`src/sv/jmv_pkg.sv`:
```
// Package for the JSON message validator: phase codes, status codes,
// name tables and helper functions. No dependencies.
`timescale 1ns / 1ps
`default_nettype none
package jmv_pkg;

	typedef enum logic [3:0] {
		PH_START, PH_OBJ_OPEN, PH_AFTER_COMMA, PH_KEY, PH_AFTER_KEY,
		PH_BEFORE_VALUE, PH_VALUE_STR, PH_NUMBER, PH_AFTER_VALUE, PH_DONE, PH_HALT
	} phase_t;

	localparam logic [2:0] ST_OK        = 3'd0;
	localparam logic [2:0] ST_TOO_LARGE = 3'd1;
	localparam logic [2:0] ST_BAD_UTF8  = 3'd2;
	localparam logic [2:0] ST_BAD_JSON  = 3'd3;
	localparam logic [2:0] ST_MISSING   = 3'd4;
	localparam logic [2:0] ST_BAD_TYPE  = 3'd5;

	localparam int NKEYS  = 3;
	localparam int NTYPES = 12;

	localparam bit [55:0] KEY_NAMES [NKEYS] = '{"type", "session", "client"};
	localparam bit [2:0]  KEY_LENS  [NKEYS] = '{3'd4, 3'd7, 3'd6};

	localparam bit [103:0] TYPE_NAMES [NTYPES] = '{
		"HELLO", "JOIN", "JOIN_OK", {"JOIN_", "FAIL"}, "INSERT", "DELETE", "APPLY",
		{"SYNC_", "REQUEST"}, {"SYNC_", "RESPONSE"}, "PING", "PONG", "ERROR"};
	localparam bit [3:0] TYPE_LENS [NTYPES] = '{4'd5, 4'd4, 4'd7, 4'd9, 4'd6, 4'd6,
		4'd5, 4'd12, 4'd13, 4'd4, 4'd4, 4'd5};

	typedef struct packed {
		logic        cp_valid;
		logic [20:0] cp;
		logic        bad;
		logic        open;
	} utf8_res_t;

	typedef struct packed {
		logic [2:0] first_error;
		logic       done;
		logic [3:0] type_seen;
		logic       session;
		logic       client;
	} parse_res_t;

	// character at position p of a key name; caller checks p < length
	function automatic logic [7:0] key_char(input int i, input logic [2:0] p);
		int idx;
		idx = int'(KEY_LENS[i]) - 1 - int'(p);
		if (idx < 0) idx = 0;
		return KEY_NAMES[i][idx*8 +: 8];
	endfunction

	function automatic logic [7:0] type_char(input int i, input logic [3:0] p);
		int idx;
		idx = int'(TYPE_LENS[i]) - 1 - int'(p);
		if (idx < 0) idx = 0;
		return TYPE_NAMES[i][idx*8 +: 8];
	endfunction

	function automatic logic is_ws(input logic [20:0] c);
		return c == 21'h20 || c == 21'h09 || c == 21'h0D || c == 21'h0A;
	endfunction

endpackage
`default_nettype wire

```
`src/sv/jmv_if.sv`:
```
// Channel interfaces for the validator: byte input, result output, config write.
// Depends on nothing.
`timescale 1ns / 1ps
`default_nettype none
interface jmv_in_if;
	logic       valid;
	logic       ready;
	logic [7:0] payload_byte;
	logic       last;
	modport source (output valid, payload_byte, last, input ready);
	modport sink   (input valid, payload_byte, last, output ready);
endinterface

interface jmv_out_if;
	logic       valid;
	logic       ready;
	logic [2:0] status;
	logic [3:0] message_type;
	modport source (output valid, status, message_type, input ready);
	modport sink   (input valid, status, message_type, output ready);
endinterface

interface jmv_cfg_if;
	logic        valid;
	logic        ready;
	logic [23:0] data;
	modport source (output valid, data, input ready);
	modport sink   (input valid, data, output ready);
endinterface
`default_nettype wire

```
`src/sv/jmv_utf8.sv`:
```
// Strict UTF-8 decoder: one byte per request, emits completed code points.
// Depends on jmv_pkg.
`timescale 1ns / 1ps
`default_nettype none
module jmv_utf8 import jmv_pkg::*; (
	input  wire logic       clk,
	input  wire logic       arst_n,
	input  wire logic       step,
	input  wire logic       clr,
	input  wire logic [7:0] byte_in,
	output utf8_res_t       res
);
	logic [1:0]  pend_q, pend_n;
	logic [1:0]  len_q, len_n;	// 1: two-byte, 2: three-byte, 3: four-byte
	logic [20:0] cp_q, cp_n;
	logic        bad_q, bad_n;
	logic        cpv;
	logic [20:0] cpo;

	always_comb begin
		pend_n = pend_q;
		len_n  = len_q;
		cp_n   = cp_q;
		bad_n  = bad_q;
		cpv    = 1'b0;
		cpo    = {13'd0, byte_in};
		if (!bad_q) begin
			if (pend_q == 2'd0) begin
				if (byte_in < 8'h80) begin
					cpv = 1'b1;
				end else if (byte_in >= 8'hC2 && byte_in <= 8'hDF) begin
					pend_n = 2'd1; len_n = 2'd1; cp_n = {16'd0, byte_in[4:0]};
				end else if (byte_in >= 8'hE0 && byte_in <= 8'hEF) begin
					pend_n = 2'd2; len_n = 2'd2; cp_n = {17'd0, byte_in[3:0]};
				end else if (byte_in >= 8'hF0 && byte_in <= 8'hF4) begin
					pend_n = 2'd3; len_n = 2'd3; cp_n = {18'd0, byte_in[2:0]};
				end else begin
					bad_n = 1'b1;
				end
			end else if (byte_in[7:6] != 2'b10) begin
				bad_n = 1'b1;
			end else begin
				cp_n   = {cp_q[14:0], byte_in[5:0]};
				pend_n = pend_q - 2'd1;
				cpo    = cp_n;
				if (pend_n == 2'd0) begin
					if (len_q == 2'd2 && (cp_n < 21'h800 ||
						(cp_n >= 21'hD800 && cp_n <= 21'hDFFF)))
						bad_n = 1'b1;
					else if (len_q == 2'd3 && (cp_n < 21'h10000 || cp_n > 21'h10FFFF))
						bad_n = 1'b1;
					else
						cpv = 1'b1;
				end
			end
		end
	end

	assign res.cp_valid = cpv;
	assign res.cp       = cpo;
	assign res.bad      = bad_n;
	assign res.open     = pend_n != 2'd0;

	always_ff @(posedge clk or negedge arst_n) begin
		if (!arst_n) begin
			pend_q <= '0; len_q <= '0; cp_q <= '0; bad_q <= 1'b0;
		end else if (step) begin
			if (clr) begin
				pend_q <= '0; len_q <= '0; cp_q <= '0; bad_q <= 1'b0;
			end else begin
				pend_q <= pend_n; len_q <= len_n; cp_q <= cp_n; bad_q <= bad_n;
			end
		end
	end
endmodule
`default_nettype wire

```
`src/sv/jmv_parser.sv`:
```
// Flat JSON object parser over code points, with key and type-name matching.
// Depends on jmv_pkg.
`timescale 1ns / 1ps
`default_nettype none
module jmv_parser import jmv_pkg::*; (
	input  wire logic        clk,
	input  wire logic        arst_n,
	input  wire logic        step,
	input  wire logic        clr,
	input  wire logic        cp_valid,
	input  wire logic [20:0] c,
	output parse_res_t       res
);
	phase_t       ph_q, ph_n;
	logic         esc_q, esc_n;
	logic [2:0]   ferr_q, ferr_n;
	logic [2:0]   kc_q, kc_n;
	logic [2:0]   kp_q, kp_n;
	logic [11:0]  vc_q, vc_n;
	logic [3:0]   vp_q, vp_n;
	logic [63:0]  num_q, num_n;
	logic [3:0]   typ_q, typ_n;
	logic         sess_q, sess_n, cli_q, cli_n;

	logic [20:0]  d, mc;
	logic         esc_ok, digit, ovf;
	logic [2:0]   kc_a, kc_c;
	logic [11:0]  vc_a;
	logic [3:0]   typ_c;
	logic [67:0]  num_t;

	always_comb begin
		esc_ok = 1'b1;
		unique case (c)
			21'h22, 21'h5C, 21'h2F: d = c;
			21'h62: d = 21'h08;
			21'h66: d = 21'h0C;
			21'h6E: d = 21'h0A;
			21'h72: d = 21'h0D;
			21'h74: d = 21'h09;
			default: begin d = c; esc_ok = 1'b0; end
		endcase
		mc = esc_q ? d : c;
		for (int i = 0; i < NKEYS; i++) begin
			kc_a[i] = kc_q[i] && kp_q < KEY_LENS[i] && mc == {13'd0, key_char(i, kp_q)};
			kc_c[i] = kc_q[i] && kp_q == KEY_LENS[i];
		end
		typ_c = '0;
		for (int i = 0; i < NTYPES; i++) begin
			vc_a[i] = vc_q[i] && vp_q < TYPE_LENS[i] && mc == {13'd0, type_char(i, vp_q)};
			if (vc_q[i] && vp_q == TYPE_LENS[i]) typ_c = 4'(i + 1);
		end
		digit = c >= 21'h30 && c <= 21'h39;
		num_t = ({4'd0, num_q} << 3) + ({4'd0, num_q} << 1) + {64'd0, c[3:0]};
		ovf   = num_t[67:64] != 4'd0;
	end

	always_comb begin
		ph_n = ph_q; esc_n = esc_q; ferr_n = ferr_q; kc_n = kc_q; kp_n = kp_q;
		vc_n = vc_q; vp_n = vp_q; num_n = num_q; typ_n = typ_q;
		sess_n = sess_q; cli_n = cli_q;
		if (cp_valid) begin
			unique case (ph_q)
				PH_START: begin
					if (!is_ws(c)) begin
						if (c == 21'h7B) ph_n = PH_OBJ_OPEN;
						else begin ferr_n = ST_BAD_JSON; ph_n = PH_HALT; end
					end
				end
				PH_OBJ_OPEN, PH_AFTER_COMMA: begin
					if (!is_ws(c)) begin
						if (c == 21'h7D) begin
							ferr_n = (ph_q == PH_OBJ_OPEN) ? ST_MISSING : ST_BAD_JSON;
							ph_n = PH_HALT;
						end else if (c == 21'h22) begin
							kc_n = 3'b111; kp_n = '0; esc_n = 1'b0; ph_n = PH_KEY;
						end else begin ferr_n = ST_BAD_JSON; ph_n = PH_HALT; end
					end
				end
				PH_KEY, PH_VALUE_STR: begin
					if (esc_q && !esc_ok) begin
						esc_n = 1'b0; ferr_n = ST_BAD_JSON; ph_n = PH_HALT;
					end else if (!esc_q && c == 21'h22) begin
						if (ph_q == PH_KEY) begin
							kc_n = kc_c; kp_n = '0; ph_n = PH_AFTER_KEY;
						end else begin
							if (kc_q[0]) typ_n = typ_c;
							else if (kc_q[1]) sess_n = vp_q != '0;
							else if (kc_q[2]) cli_n = vp_q != '0;
							ph_n = PH_AFTER_VALUE;
						end
					end else if (!esc_q && c == 21'h5C) begin
						esc_n = 1'b1;
					end else begin
						esc_n = 1'b0;
						if (ph_q == PH_KEY) begin
							kc_n = kc_a;
							if (kp_q != 3'd7) kp_n = kp_q + 3'd1;
						end else begin
							vc_n = vc_a;
							if (vp_q != 4'd15) vp_n = vp_q + 4'd1;
						end
					end
				end
				PH_AFTER_KEY: begin
					if (!is_ws(c)) begin
						if (c == 21'h3A) ph_n = PH_BEFORE_VALUE;
						else begin ferr_n = ST_BAD_JSON; ph_n = PH_HALT; end
					end
				end
				PH_BEFORE_VALUE: begin
					if (!is_ws(c)) begin
						if (c == 21'h22) begin
							vc_n = 12'hFFF; vp_n = '0; esc_n = 1'b0; ph_n = PH_VALUE_STR;
						end else if (digit) begin
							num_n = {60'd0, c[3:0]}; ph_n = PH_NUMBER;
						end else begin ferr_n = ST_BAD_JSON; ph_n = PH_HALT; end
					end
				end
				PH_NUMBER, PH_AFTER_VALUE: begin
					if (ph_q == PH_NUMBER && digit) begin
						if (ovf) begin ferr_n = ST_BAD_JSON; ph_n = PH_HALT; end
						else num_n = num_t[63:0];
					end else begin
						ph_n = PH_AFTER_VALUE;
						if (!is_ws(c)) begin
							if (c == 21'h7D) ph_n = PH_DONE;
							else if (c == 21'h2C) ph_n = PH_AFTER_COMMA;
							else begin ferr_n = ST_BAD_JSON; ph_n = PH_HALT; end
						end
					end
				end
				PH_DONE: begin
					if (!is_ws(c)) begin ferr_n = ST_BAD_JSON; ph_n = PH_HALT; end
				end
				default: ;
			endcase
		end
	end

	assign res.first_error = ferr_n;
	assign res.done        = ph_n == PH_DONE;
	assign res.type_seen   = typ_n;
	assign res.session     = sess_n;
	assign res.client      = cli_n;

	always_ff @(posedge clk or negedge arst_n) begin
		if (!arst_n) begin
			ph_q <= PH_START; esc_q <= 1'b0; ferr_q <= ST_OK; kc_q <= '0; kp_q <= '0;
			vc_q <= '0; vp_q <= '0; typ_q <= '0; sess_q <= 1'b0; cli_q <= 1'b0;
		end else if (step) begin
			if (clr) begin
				ph_q <= PH_START; esc_q <= 1'b0; ferr_q <= ST_OK; kc_q <= '0; kp_q <= '0;
				vc_q <= '0; vp_q <= '0; typ_q <= '0; sess_q <= 1'b0; cli_q <= 1'b0;
			end else begin
				ph_q <= ph_n; esc_q <= esc_n; ferr_q <= ferr_n; kc_q <= kc_n;
				kp_q <= kp_n; vc_q <= vc_n; vp_q <= vp_n; typ_q <= typ_n;
				sess_q <= sess_n; cli_q <= cli_n;
			end
		end
	end

	always_ff @(posedge clk or negedge arst_n) begin
		if (!arst_n) num_q <= '0;
		else if (step) num_q <= clr ? '0 : num_n;
	end
endmodule
`default_nettype wire

```
`src/sv/json_message_validator_core.sv`:
```
// JSON message validator top level: length check, UTF-8 decode, parse, result register.
// Depends on jmv_pkg, jmv_if, jmv_utf8, jmv_parser.
//
// Usage:
//  rx carries one payload byte per request, with last on the final byte.
//  tx carries one result (status, message_type) per payload, after its last byte.
//  cfg writes max_payload_bytes; it is always ready and is meant for idle periods.
// Throughput: one byte per cycle while rx.ready is high. The decoder and parser
//  advance their state on each accepted byte.
// The result is registered; tx.valid rises the cycle after the last byte is accepted.
// Stall: the result register holds while tx.ready is low; rx.ready drops only
//  while a result waits and is not being taken, so a taken result frees the
//  register in the same cycle for the next one.
// Reset: arst_n clears all per-payload state, empties the result register and
//  sets max_payload_bytes to 1048576. Byte counting saturates at 2^LENGTH_BITS-1.
`timescale 1ns / 1ps
`default_nettype none
module json_message_validator_core import jmv_pkg::*; #(
	parameter int LENGTH_BITS = 24
) (
	input wire logic  clk,
	input wire logic  arst_n,
	jmv_cfg_if.sink   cfg,
	jmv_in_if.sink    rx,
	jmv_out_if.source tx
);
	localparam int CW = (LENGTH_BITS > 24) ? LENGTH_BITS : 24;

	logic [23:0]            max_q;
	logic [LENGTH_BITS-1:0] cnt_q;
	logic                   over_q, over_n;
	logic                   accept, rdy;
	logic                   ovalid_q;
	logic [2:0]             status_q, st;
	logic [3:0]             mtype_q, mt;
	utf8_res_t              ures;
	parse_res_t             pres;

	assign cfg.ready = 1'b1;
	assign rdy       = !ovalid_q || tx.ready;
	assign rx.ready  = rdy;
	assign accept    = rx.valid && rdy;

	always_ff @(posedge clk or negedge arst_n) begin
		if (!arst_n) max_q <= 24'd1048576;
		else if (cfg.valid) max_q <= cfg.data;
	end

	assign over_n = over_q || (CW'(cnt_q) >= CW'(max_q));

	always_ff @(posedge clk or negedge arst_n) begin
		if (!arst_n) begin
			cnt_q <= '0; over_q <= 1'b0;
		end else if (accept) begin
			if (rx.last) begin
				cnt_q <= '0; over_q <= 1'b0;
			end else begin
				over_q <= over_n;
				if (cnt_q != '1) cnt_q <= cnt_q + LENGTH_BITS'(1);
			end
		end
	end

	jmv_utf8 u_utf8 (
		.clk(clk), .arst_n(arst_n), .step(accept), .clr(rx.last),
		.byte_in(rx.payload_byte), .res(ures)
	);

	jmv_parser u_parser (
		.clk(clk), .arst_n(arst_n), .step(accept), .clr(rx.last),
		.cp_valid(ures.cp_valid), .c(ures.cp), .res(pres)
	);

	always_comb begin
		mt = '0;
		priority if (over_n)                     st = ST_TOO_LARGE;
		else if (ures.bad || ures.open)          st = ST_BAD_UTF8;
		else if (pres.first_error != ST_OK)      st = pres.first_error;
		else if (!pres.done)                     st = ST_BAD_JSON;
		else if (pres.type_seen == '0)           st = ST_BAD_TYPE;
		else if (!pres.session || !pres.client)  st = ST_MISSING;
		else begin st = ST_OK; mt = pres.type_seen; end
	end

	always_ff @(posedge clk or negedge arst_n) begin
		if (!arst_n) ovalid_q <= 1'b0;
		else if (accept && rx.last) ovalid_q <= 1'b1;
		else if (tx.ready) ovalid_q <= 1'b0;
	end

	always_ff @(posedge clk) begin
		if (accept && rx.last) begin
			status_q <= st;
			mtype_q  <= mt;
		end
	end

	assign tx.valid        = ovalid_q;
	assign tx.status       = status_q;
	assign tx.message_type = mtype_q;
endmodule
`default_nettype wire

```
`src/flat_wrapper.sv`:
```
// flat-port wrapper written by rule: the top's interface ports become plain ports
module json_message_validator_core_flat import jmv_pkg::*;
#(
	parameter int LENGTH_BITS = 24
)
  (clk, arst_n, cfg_valid, cfg_data, cfg_ready, rx_valid, rx_payload_byte, rx_last, rx_ready, tx_valid, tx_status, tx_message_type, tx_ready);
  jmv_cfg_if cfg_i ();
  jmv_in_if rx_i ();
  jmv_out_if tx_i ();
  input wire logic clk;
  input wire logic arst_n;
  input wire logic [$bits(cfg_i.valid)-1:0] cfg_valid;
  input wire logic [$bits(cfg_i.data)-1:0] cfg_data;
  output wire logic [$bits(cfg_i.ready)-1:0] cfg_ready;
  input wire logic [$bits(rx_i.valid)-1:0] rx_valid;
  input wire logic [$bits(rx_i.payload_byte)-1:0] rx_payload_byte;
  input wire logic [$bits(rx_i.last)-1:0] rx_last;
  output wire logic [$bits(rx_i.ready)-1:0] rx_ready;
  output wire logic [$bits(tx_i.valid)-1:0] tx_valid;
  output wire logic [$bits(tx_i.status)-1:0] tx_status;
  output wire logic [$bits(tx_i.message_type)-1:0] tx_message_type;
  input wire logic [$bits(tx_i.ready)-1:0] tx_ready;
  assign cfg_i.valid = cfg_valid;
  assign cfg_i.data = cfg_data;
  assign cfg_ready = cfg_i.ready;
  assign rx_i.valid = rx_valid;
  assign rx_i.payload_byte = rx_payload_byte;
  assign rx_i.last = rx_last;
  assign rx_ready = rx_i.ready;
  assign tx_valid = tx_i.valid;
  assign tx_status = tx_i.status;
  assign tx_message_type = tx_i.message_type;
  assign tx_i.ready = tx_ready;
  json_message_validator_core #(.LENGTH_BITS(LENGTH_BITS)) u_core (.clk(clk), .arst_n(arst_n), .cfg(cfg_i), .rx(rx_i), .tx(tx_i));
endmodule
```
`config.mk`:
```
export PLATFORM = sky130hd
export DESIGN_NAME = json_message_validator_core_flat
export DESIGN_NICKNAME = d
export VERILOG_FILES = /design/src/sv/jmv_pkg.sv /design/src/sv/jmv_if.sv /design/src/sv/jmv_utf8.sv /design/src/sv/jmv_parser.sv /design/src/sv/json_message_validator_core.sv /design/src/flat_wrapper.sv
export SDC_FILE = /design/constraint.sdc
export NUM_CORES = 1
export LEC_CHECK = 0
export BUFFER_PORTS_ARGS = -buffer_cell sky130_fd_sc_hd__buf_2
export CORE_ASPECT_RATIO = 1.2
export CORE_UTILIZATION = 45
export DETAILED_ROUTE_END_ITERATION = 7
export PLACE_DENSITY = 0.72
export SETUP_SLACK_MARGIN = 0.02
export SLEW_MARGIN = 10
export SYNTH_ARGS = -nofsm -noshare
export SYNTH_HDL_FRONTEND = slang
export SYNTH_HIERARCHICAL = 1
export SYNTH_SLANG_ARGS = --single-unit
```
`constraint.sdc`:
```
create_clock -name clk -period 5.95 [get_ports clk]
set_input_delay 0.8925 -clock clk [delete_from_list [all_inputs] [get_ports clk]]
set_output_delay 0.8925 -clock clk [all_outputs]
set_load 0.1 [all_outputs]
```
# After elaboration in Yosys (flattened, before gate mapping)
# Cells that the tools add are included.
# word_totals
register_bits,177
elab_cells,479
input_bits,38
out_inout_bits,10
# op_classes
shifts,15
muxes,206
bitwise,1
magnitude_cmp,35
eq_ne,80
n_addsub,16
n_reduce_logical,104
# ops
operator,count
104-bit by 32-bit indexed part select with 8-bit output (first input constant),12
64-bit two-way mux,7
21-bit by 8-bit == test with 1-bit output,15
29-bit two-way mux,10
4-bit two-way mux,48
21-bit by 7-bit == test with 1-bit output (second input constant),8
56-bit by 32-bit indexed part select with 8-bit output (first input constant),3
3-bit two-way mux,45
64-bit case mux with 2 select lines,1
15-bit two-way mux,8
21-bit by 6-bit == test with 1-bit output (second input constant),5
21-bit case mux with 5 select lines,1
12-bit two-way mux,8
21-bit two-way mux,4
67-bit by 65-bit adder with 68-bit output,1
68-bit by 4-bit adder with 68-bit output,1
21-bit by 4-bit == test with 1-bit output (second input constant),3
1-bit logical AND,58
3-bit != test (second input constant),18
1-bit two-way mux,49
24-bit two-way mux,2
5-bit by 1-bit < comparator with 1-bit output (second input constant),7
4-bit by 3-bit == test with 1-bit output (second input constant),8
2-bit two-way mux,16
other kinds (56),119

# Depth between registers and ports, before layout
# Gate-level depths: netlist (run 1).
# logic_depth
ltp_word,25
ltp_mapped,21
ltp_nobuf,18

# By module
# The synthesis (run 1) kept the hierarchy.
# by_module_without_submodules
mod,seq_area_each_um2,cells_each,area_each_um2,instances
jmv_parser,2502.4,1702,13096.3,1
json_message_validator_core,1462.7,355,3241.9,1
jmv_utf8,500.5,187,1659.1,1

# Worst setup path before layout (run 1)
# OpenSTA, ideal clock, no wires.
# synth_timing
path_kind,in2reg
from,in rx_payload_byte[3]
to,reg u_core.mtype_q[0] (netlist: u_core/tx.message_type[0]) (data pin)
stages,20
slack_ns,0.960
setup_time_ns,0.287
t_required_ns,5.663
n_path_buf,2
t_arrival_ns,4.703
cell_sequence,buf_4 -> clkbuf_1 -> inv_1 -> fa_1 -> inv_1 -> fa_1 -> a211oi_1 -> o21ai_1 -> a41oi_1 -> o211a_1 -> nor4_2 -> o21a_1 -> o211ai_2 -> a21o_1 -> nand2_1 -> a31oi_1 -> nor3_1 -> and4_1 -> nand2_1 -> nor3_1
# synth_rtl
element,line_no,rtl
"start, declared",flat_wrapper.sv:16,input wire logic [$bits(rx_i.payload_byte)-1:0] rx_payload_byte;
"end signal, assigned",json_message_validator_core.sv:94,mtype_q <= mt;
"end, declared",json_message_validator_core.sv:35,"logic [3:0] mtype_q, mt;"

==> results of run 1 <==
==> state kept, by name, indices dropped and copies added (netlist names), 12 cells and up <==
register and count:
u_core/cnt_q 24, u_core/max_q 24, u_core/u_parser/num_q 64, u_core/u_parser/vc_q 12, u_core/u_utf8/cp_q 15
==> path summary, 6_finish.rpt <==
check | startpoint | end | slack, ps
worst max-delay path | rx_payload_byte[3] | u_core/tx.message_type[3]$_SDFFCE_PP0P_ | 860
worst min-delay path | arst_n | u_core/u_utf8/cp_q[1]$_DFFE_PN0P_ | 410
worst max register to register | u_core/u_utf8/pend_q[1]$_DFFE_PN0P_ | u_core/tx.message_type[1]$_SDFFCE_PP0P_ | 1010
worst min register to register | u_core/u_parser/typ_q[2]$_DFFE_PN0P_ | u_core/u_parser/typ_q[2]$_DFFE_PN0P_ | 520
max in group asynchronous | arst_n | u_core/max_q[0]$_DFFE_PN0P_ | 4270
min in group clk | u_core/u_parser/typ_q[2]$_DFFE_PN0P_ | u_core/u_parser/typ_q[2]$_DFFE_PN0P_ | 520
==> power breakdown <==
part / total (W) / switching, W / internal, W
Clock: 0.00119 / 0.000538 / 0.000654
Sequential: 0.00148 / 0.000168 / 0.00131
Combinational: 0.00192 / 0.00121 / 0.000713
Total: 0.00459 / 0.00191 / 0.00268
==> worst max-delay path: cells and delay by family <==
kind            cells  cell delay [ps]
fa+ha+maj           2             1040
buf+inv             3              320
simple gates        6              690
compound gates      8             2300
==> cells by family after synthesis <==
kind of cell             after synthesis  share of synthesized area
XOR/XNOR                             120                     0.0584
AND/OR/NAND/NOR                      773                      0.217
AO/OA/AOI/OAI                        722                      0.273
buffers and inverters                241                     0.0587
other                                  1                   0.000208
flip-flops                           177                      0.248
adder cells (fa/ha/maj)              194                      0.136
multiplexers                          16                    0.00959
==> final cells by class <==
type | instances | area (um2) | share of cell area
clock inverter | 11 | 148 | 0.00776
clock buffer | 21 | 460 | 0.0242
tap | 526 | 658 | 0.0346
inverter | 96 | 360 | 0.0189
multi-input combinational | 1826 | 12500 | 0.657
timing repair buffer | 72 | 432 | 0.0227
sequential | 177 | 4470 | 0.235
==> metal layers <==
layer	global-route usage	vias to the layer above	share of wire
met5	0	-	0
met4	0.0973	0	0.031
met3	0.0308	112	0.042
met2	0.437	534	0.50
met1	0.303	8245	0.43
li1	-	8203	-
==> placed cells by master (no fill, tap or decap), types with 20 or more instances in the layout <==
cell type,netlist,final
sky130_fd_sc_hd__o21ai_1,30,30
sky130_fd_sc_hd__dfrtp_1,169,169
sky130_fd_sc_hd__nor2b_1,24,24
sky130_fd_sc_hd__buf_4,14,26
sky130_fd_sc_hd__ha_1,191,191
sky130_fd_sc_hd__nor2_1,153,152
sky130_fd_sc_hd__nand4_1,54,54
sky130_fd_sc_hd__xor2_1,43,43
sky130_fd_sc_hd__inv_1,95,95
sky130_fd_sc_hd__a21o_1,26,26
sky130_fd_sc_hd__nand3_1,52,52
sky130_fd_sc_hd__and2_1,22,22
sky130_fd_sc_hd__o211ai_1,21,21
sky130_fd_sc_hd__a21oi_1,162,162
sky130_fd_sc_hd__buf_2,31,45
sky130_fd_sc_hd__nand2_1,257,257
sky130_fd_sc_hd__a22o_1,75,75
sky130_fd_sc_hd__nor3_1,45,45
sky130_fd_sc_hd__nand2b_1,20,20
sky130_fd_sc_hd__nor4_1,32,32
sky130_fd_sc_hd__a211oi_1,29,29
sky130_fd_sc_hd__o21ai_0,143,143
sky130_fd_sc_hd__a31oi_1,29,29
sky130_fd_sc_hd__xnor2_1,77,77
==> stage by stage <==
step | hold WS, ps | worst slack [ps] | cell area, um2
5_1_grt | 443 | 620 | 19000
3_3_place_gp | 489 | 581 | 18400
3_5_place_dp | 495 | 406 | 18400
6_report | 406 | 863 | 19000
4_1_cts | 437 | 878 | 19000
2_1_floorplan | 463 | 960 | 18000
==> flow_metrics.env, run 1 <==
export IMPL_fmax_mhz=197
export IMPL_criticalPathCategory="in -> reg"
export IMPL_critical_path_slowest_cell="sky130_fd_sc_hd__fa_1"
export IMPL_rows=79
export IMPL_global_route_wire_length_before_repair_mm=83.3
export IMPL_cts_clk_slew_worst_paths_ps=70
export IMPL_drc_violation_count_after_routing=0
export IMPL_gp_routability_congestion=0.939
export IMPL_finalSetupViolations=0
export IMPL_cp_end_kind="flop"
export IMPL_dr_pass1_iters=5
export IMPL_vias=17094
export IMPL_initial_antenna_violation_count=0
export IMPL_post_route_cells_drive_above_1_share=0.0767
export IMPL_nNetsFinal=2421
export IMPL_areaGrowthSynthToFinish_pct=5.67
export IMPL_clock_skew_ps=14.8
export IMPL_async_flop_share=0.960
export IMPL_buffer_ports_inserted=46
export IMPL_cts_hold_buffers=0
export IMPL_via_per_instance_ratio=6.26
export IMPL_tritoncts="yes"
export IMPL_clk_latency_ps=460
export IMPL_max_slew_margin_rel=0.233
export IMPL_layout_cells_non_filler=2729
export IMPL_netlist_top_cell_by_area="sky130_fd_sc_hd__dfrtp_1"
export IMPL_synth_fp_nets=2475
export IMPL_post_route_utilization=0.486
export IMPL_cts_root_buf="sky130_fd_sc_hd__clkbuf_16"
export IMPL_floorplan_initialDensity=0.460
export IMPL_die_width_um=185
export IMPL_ctsLongestPathBuffers=2
export IMPL_yosys_top_cells_count="257 x sky130_fd_sc_hd__nand2_1, 191 x sky130_fd_sc_hd__ha_1, 169 x sky130_fd_sc_hd__dfrtp_1"
export IMPL_power_per_cell_area_nw_per_um2=241
export IMPL_postSynthRegisterBits=177
export IMPL_synth_area_per_cell_um2=8.02
export IMPL_pin_count=48
export IMPL_grt_max_degree=66
export IMPL_postCtsResizedCells=0
export IMPL_critical_path_peak_fanout=7
export IMPL_cp_start_kind="input port"
export IMPL_synthesis_instances=2244
export IMPL_post_route_min_period_ps=5090
export IMPL_postCtsSetupBuffers=0
export IMPL_min_delay_path_class="in -> async"
export IMPL_core_footprint_um2=39100
export IMPL_synth_top_flop_cell="sky130_fd_sc_hd__dfrtp_1"
export IMPL_cp_data_required_time_ps=6110
export IMPL_fp_dieH_um=221
export IMPL_wl_mm=50.1
export IMPL_ys_types=103
export IMPL_ys_seq_area_frac=0.248
export IMPL_grt_pass1_vias=16757
export IMPL_worst_ir_drop_vdd_uv=216
export IMPL_status="completed"
export IMPL_netlist_area_leader_share=0.235
export IMPL_drt_initial_drc_count=1585
export IMPL_hold_violations=0
export IMPL_hpwl_mm=37.5
export IMPL_arrival_ps=5250
export IMPL_fp_dieArea_um2=40800
export IMPL_yosysWarningCount=6
export IMPL_rsz0062_at_grt="no"
export IMPL_finalSetupTns_ps=0
export IMPL_static_leakage_power_nw=8.50
export IMPL_worst_tran_pin_value_ps=1140
export IMPL_grt_remaining_overflow=0
export IMPL_report_final_slew_viol_count=0
export IMPL_timing_max_cap_violations=0
export IMPL_fin_total_pwr_w=0.00459
export IMPL_cts_inserted_buffers=17
export IMPL_cts_sinks=177
export IMPL_number_of_antenna_cells_inserted=0
export IMPL_layout_worst_path_cycle_share=0.855
export IMPL_synth_cell_area_um2=18000
export IMPL_ant_nets=0
export IMPL_htreeDepth=4
export IMPL_timing_critical_path_cells="buf_2 > inv_1 > fa_1 > inv_1 > fa_1 > a211oi_1 > o21ai_1 > a41oi_1 > o211a_1 > nor4_2 > o21a_1 > o211ai_2 > a21o_1 > nand2_1 > a31oi_1 > nor3_1 > and4_1 > nand2_1 > nor3_1"
export IMPL_total_routing_usage_reported_by_global_routing=0.248
export IMPL_layout_filler_cells=3787
export IMPL_synth_enable_flop_cells=7
export IMPL_yosys_cell_count_top_type="sky130_fd_sc_hd__nand2_1"
export IMPL_routed_wire_length_per_instance_um=18.4
export IMPL_max_stage_delay_ps=560
export IMPL_synth_top_cells_by_area="sky130_fd_sc_hd__dfrtp_1 23%, sky130_fd_sc_hd__ha_1 13%, sky130_fd_sc_hd__nand2_1 5.4%"
export IMPL_dp_cells=2697
export IMPL_worst_r2r_path_depth=18
No activity file was read; power rests on OpenSTA's default activity.
==> run 2: changes to the inputs <==
Settings changed: GPL_TIMING_DRIVEN set to 0, TNS_END_PERCENT set to 1.
==> run 2 against run 1 <==
- non-clock buffer count grew 118
- sequential power shrank 3%
- critical endpoint is now u_core/tx.message_type[0]$_SDFFCE_PP0P_
- critical path depth is 1 higher
- sequential share of layout area decreased by 0.60 points
- largest power group unchanged
- cell count rose by 4.3%
==> flow_metrics.env, run 2 (synthesized netlist as in run 1, its figures left out) <==
export IMPL_status="completed"
export IMPL_layout_worst_path_cycle_share=0.942
export IMPL_crit_family="simple AND/OR/NAND/NOR gates"
export IMPL_worst_ir_drop_vdd_uv=241
export IMPL_core_footprint_um2=39100
export IMPL_timing_critical_path_cells="inv_1 > ha_1 > buf_2 > o41a_1 > nor4_1 > nand4_1 > buf_2 > buf_2 > nor4_1 > o21ai_0 > a32oi_1 > a21boi_0 > and2_1 > o21ai_0 > o22ai_1 > a31oi_1 > nor3_1 > and4_1 > nand2_1 > nor3_1"
export IMPL_regToRegSetupSlack_ps=340
export IMPL_cts_root_buf="sky130_fd_sc_hd__clkbuf_16"
export IMPL_global_route_usage_met3=0.0290
export IMPL_fp_dieArea_um2=40800
export IMPL_criticalPathCategory="reg -> reg"
export IMPL_max_flop_register="u_core/u_parser/num_q"
export IMPL_rsz0062_at_grt="no"
export IMPL_number_of_flip_flops_in_the_largest_register=64
export IMPL_grt_most_used_layer="met2"
export IMPL_hold_violations=0
export IMPL_grtUsageMet2=0.454
export IMPL_ctsLongestPathBuffers=2
export IMPL_routed_wire_length_per_instance_um=18.7
export IMPL_count_of_buffering_cells_on_the_critical_path_with_inverters_included=4
export IMPL_power_per_cell_area_nw_per_um2=236
export IMPL_reg_largest_list="u_core/u_parser/num_q x64, u_core/cnt_q x24, u_core/max_q x24"
export IMPL_htreeDepth=4
export IMPL_pre_cts_ws_ps=-310
export IMPL_cts_clk_slew_worst_paths_ps=70
export IMPL_wl_mm=53.2
export IMPL_fp_dieH_um=221
export IMPL_post_route_min_period_ps=5610
export IMPL_crit_end="u_core/tx.message_type[0]$_SDFFCE_PP0P_"
export IMPL_critical_path_most_common_cell="sky130_fd_sc_hd__buf_2"
export IMPL_final_setup_worst_slack_ps=343
export IMPL_cp_data_required_time_ps=6240
export IMPL_static_leakage_power_nw=8.75
export IMPL_floorplan_initialDensity=0.460
export IMPL_grt_remaining_overflow=0
export IMPL_grt_max_degree=101
export IMPL_global_route_wire_length_before_repair_mm=87.7
export IMPL_worst_tran_pin_value_ps=1100
export IMPL_critical_path_reg2reg_startpoint="u_core/u_utf8/pend_q[1]$_DFFE_PN0P_"
export IMPL_fmax_mhz=178
export IMPL_drt_initial_drc_count=1184
export IMPL_clock_skew_ps=14.1
export IMPL_arrival_ps=5900
export IMPL_clk_latency_ps=460
export IMPL_grt_util_met1=0.321
export IMPL_rows=79
export IMPL_dr_pass1_iters=5
export IMPL_post_route_cells_drive_above_1_share=0.0857
export IMPL_initial_antenna_violation_count=0
export IMPL_hpwl_mm=41.3
export IMPL_grt_pass1_vias=17399
export IMPL_postCtsSetupBuffers=0
export IMPL_timing_max_cap_violations=0
export IMPL_ant_nets=0
export IMPL_pin_count=48
export IMPL_cp_num_cells=20
export IMPL_via_per_instance_ratio=6.18
export IMPL_gp_routability_congestion=0.976
export IMPL_max_stage_delay_ps=780
export IMPL_cp_startpoint="u_core/u_utf8/pend_q[1]$_DFFE_PN0P_"
export IMPL_cp_end_kind="flop"
export IMPL_finalSetupTns_ps=0
export IMPL_max_slew_margin_rel=0.262
export IMPL_cts_sinks=177
export IMPL_vias=17598
export IMPL_tritoncts="yes"
export IMPL_mostFrequentLayoutCell="sky130_fd_sc_hd__nand2_1"
export IMPL_min_delay_path_class="in -> async"
export IMPL_timing_rr_end="u_core/tx.message_type[0]$_SDFFCE_PP0P_"
export IMPL_nNetsFinal=2539
export IMPL_die_width_um=185
export IMPL_number_of_antenna_cells_inserted=0
export IMPL_worst_r2r_path_depth=20
export IMPL_cp_start_kind="flop"
export IMPL_report_final_slew_viol_count=0
export IMPL_critical_path_slowest_cell="sky130_fd_sc_hd__nor4_1"
export IMPL_finalSetupViolations=0
export IMPL_drc_violation_count_after_routing=0
export IMPL_areaGrowthSynthToFinish_pct=8.45
export IMPL_cts_inserted_buffers=17
export IMPL_total_routing_usage_reported_by_global_routing=0.264
export IMPL_buffer_ports_inserted=45
export IMPL_layout_common_cells="257 x sky130_fd_sc_hd__nand2_1, 191 x sky130_fd_sc_hd__ha_1, 169 x sky130_fd_sc_hd__dfrtp_1, 162 x sky130_fd_sc_hd__a21oi_1, 153 x sky130_fd_sc_hd__nor2_1"
export IMPL_critical_path_peak_fanout=10
run 2: layout make-up:
type	instances	area [um2]
fillers	3790	19600
multi-input cells	1826	12500
flip-flops and latches	177	4470
plain buffers	144	693
well taps	526	658
clock buffers	18	439
inverters	96	360
repair buffers	46	263
clock inverters	14	148
run 2: how the worst min path moves through the flow:
stage | endpoint | startpoint | depth (start not counted) | slack, ps
6_report | u_core/u_utf8/cp_q[0]$_DFFE_PN0P_ | arst_n | 1 | 370
5_1_grt | u_core/u_utf8/cp_q[0]$_DFFE_PN0P_ | arst_n | 1 | 410
4_1_cts | u_core/u_utf8/cp_q[0]$_DFFE_PN0P_ | arst_n | 1 | 390
3_5_place_dp | u_core/u_parser/typ_q[1]$_DFFE_PN0P_ | u_core/u_parser/typ_q[1]$_DFFE_PN0P_ | 1 | 500
3_3_place_gp | u_core/u_parser/sess_q$_DFFE_PN0P_ | u_core/u_parser/sess_q$_DFFE_PN0P_ | 1 | 490
2_1_floorplan | u_core/u_parser/vc_q[6]$_DFFE_PN0P_ | u_core/u_parser/vc_q[6]$_DFFE_PN0P_ | 2 | 460
run 2: through the flow:
step	total power (W)	hold slack [ps]	instances	util	area (um2)
CTS	0.00460	390	2848	0.498	19500
floorplan	0.00293	463	2244	-	18000
detailed placement	0.00344	501	2816	0.483	18900
global route	0.00492	412	2847	0.499	19500
finish	0.00461	371	2847	0.499	19500
global placement	0.00340	488	2815	0.482	18900
run 2: power by group:
part,switching [W],internal [W]
logic,0.00130,0.000733
registers,0.000127,0.00131
clock network,0.000542,0.000602
total,0.00197,0.00265
run 2: repair_timing:
action                                  in CTS  in global routing
hold buffers                                 0                  0
endpoints found under the setup margin       0                 67
resized for setup                            0                  3
run 2: layer usage:
layer  wire length (um)  part of all wire  vias to the layer above
met4               2430             0.046                        0
met2              26000              0.49                      564
met1              22400              0.42                     8434
li1                   -                 -                     8452
met3               2300             0.043                      148
met5                  0                 0                        -
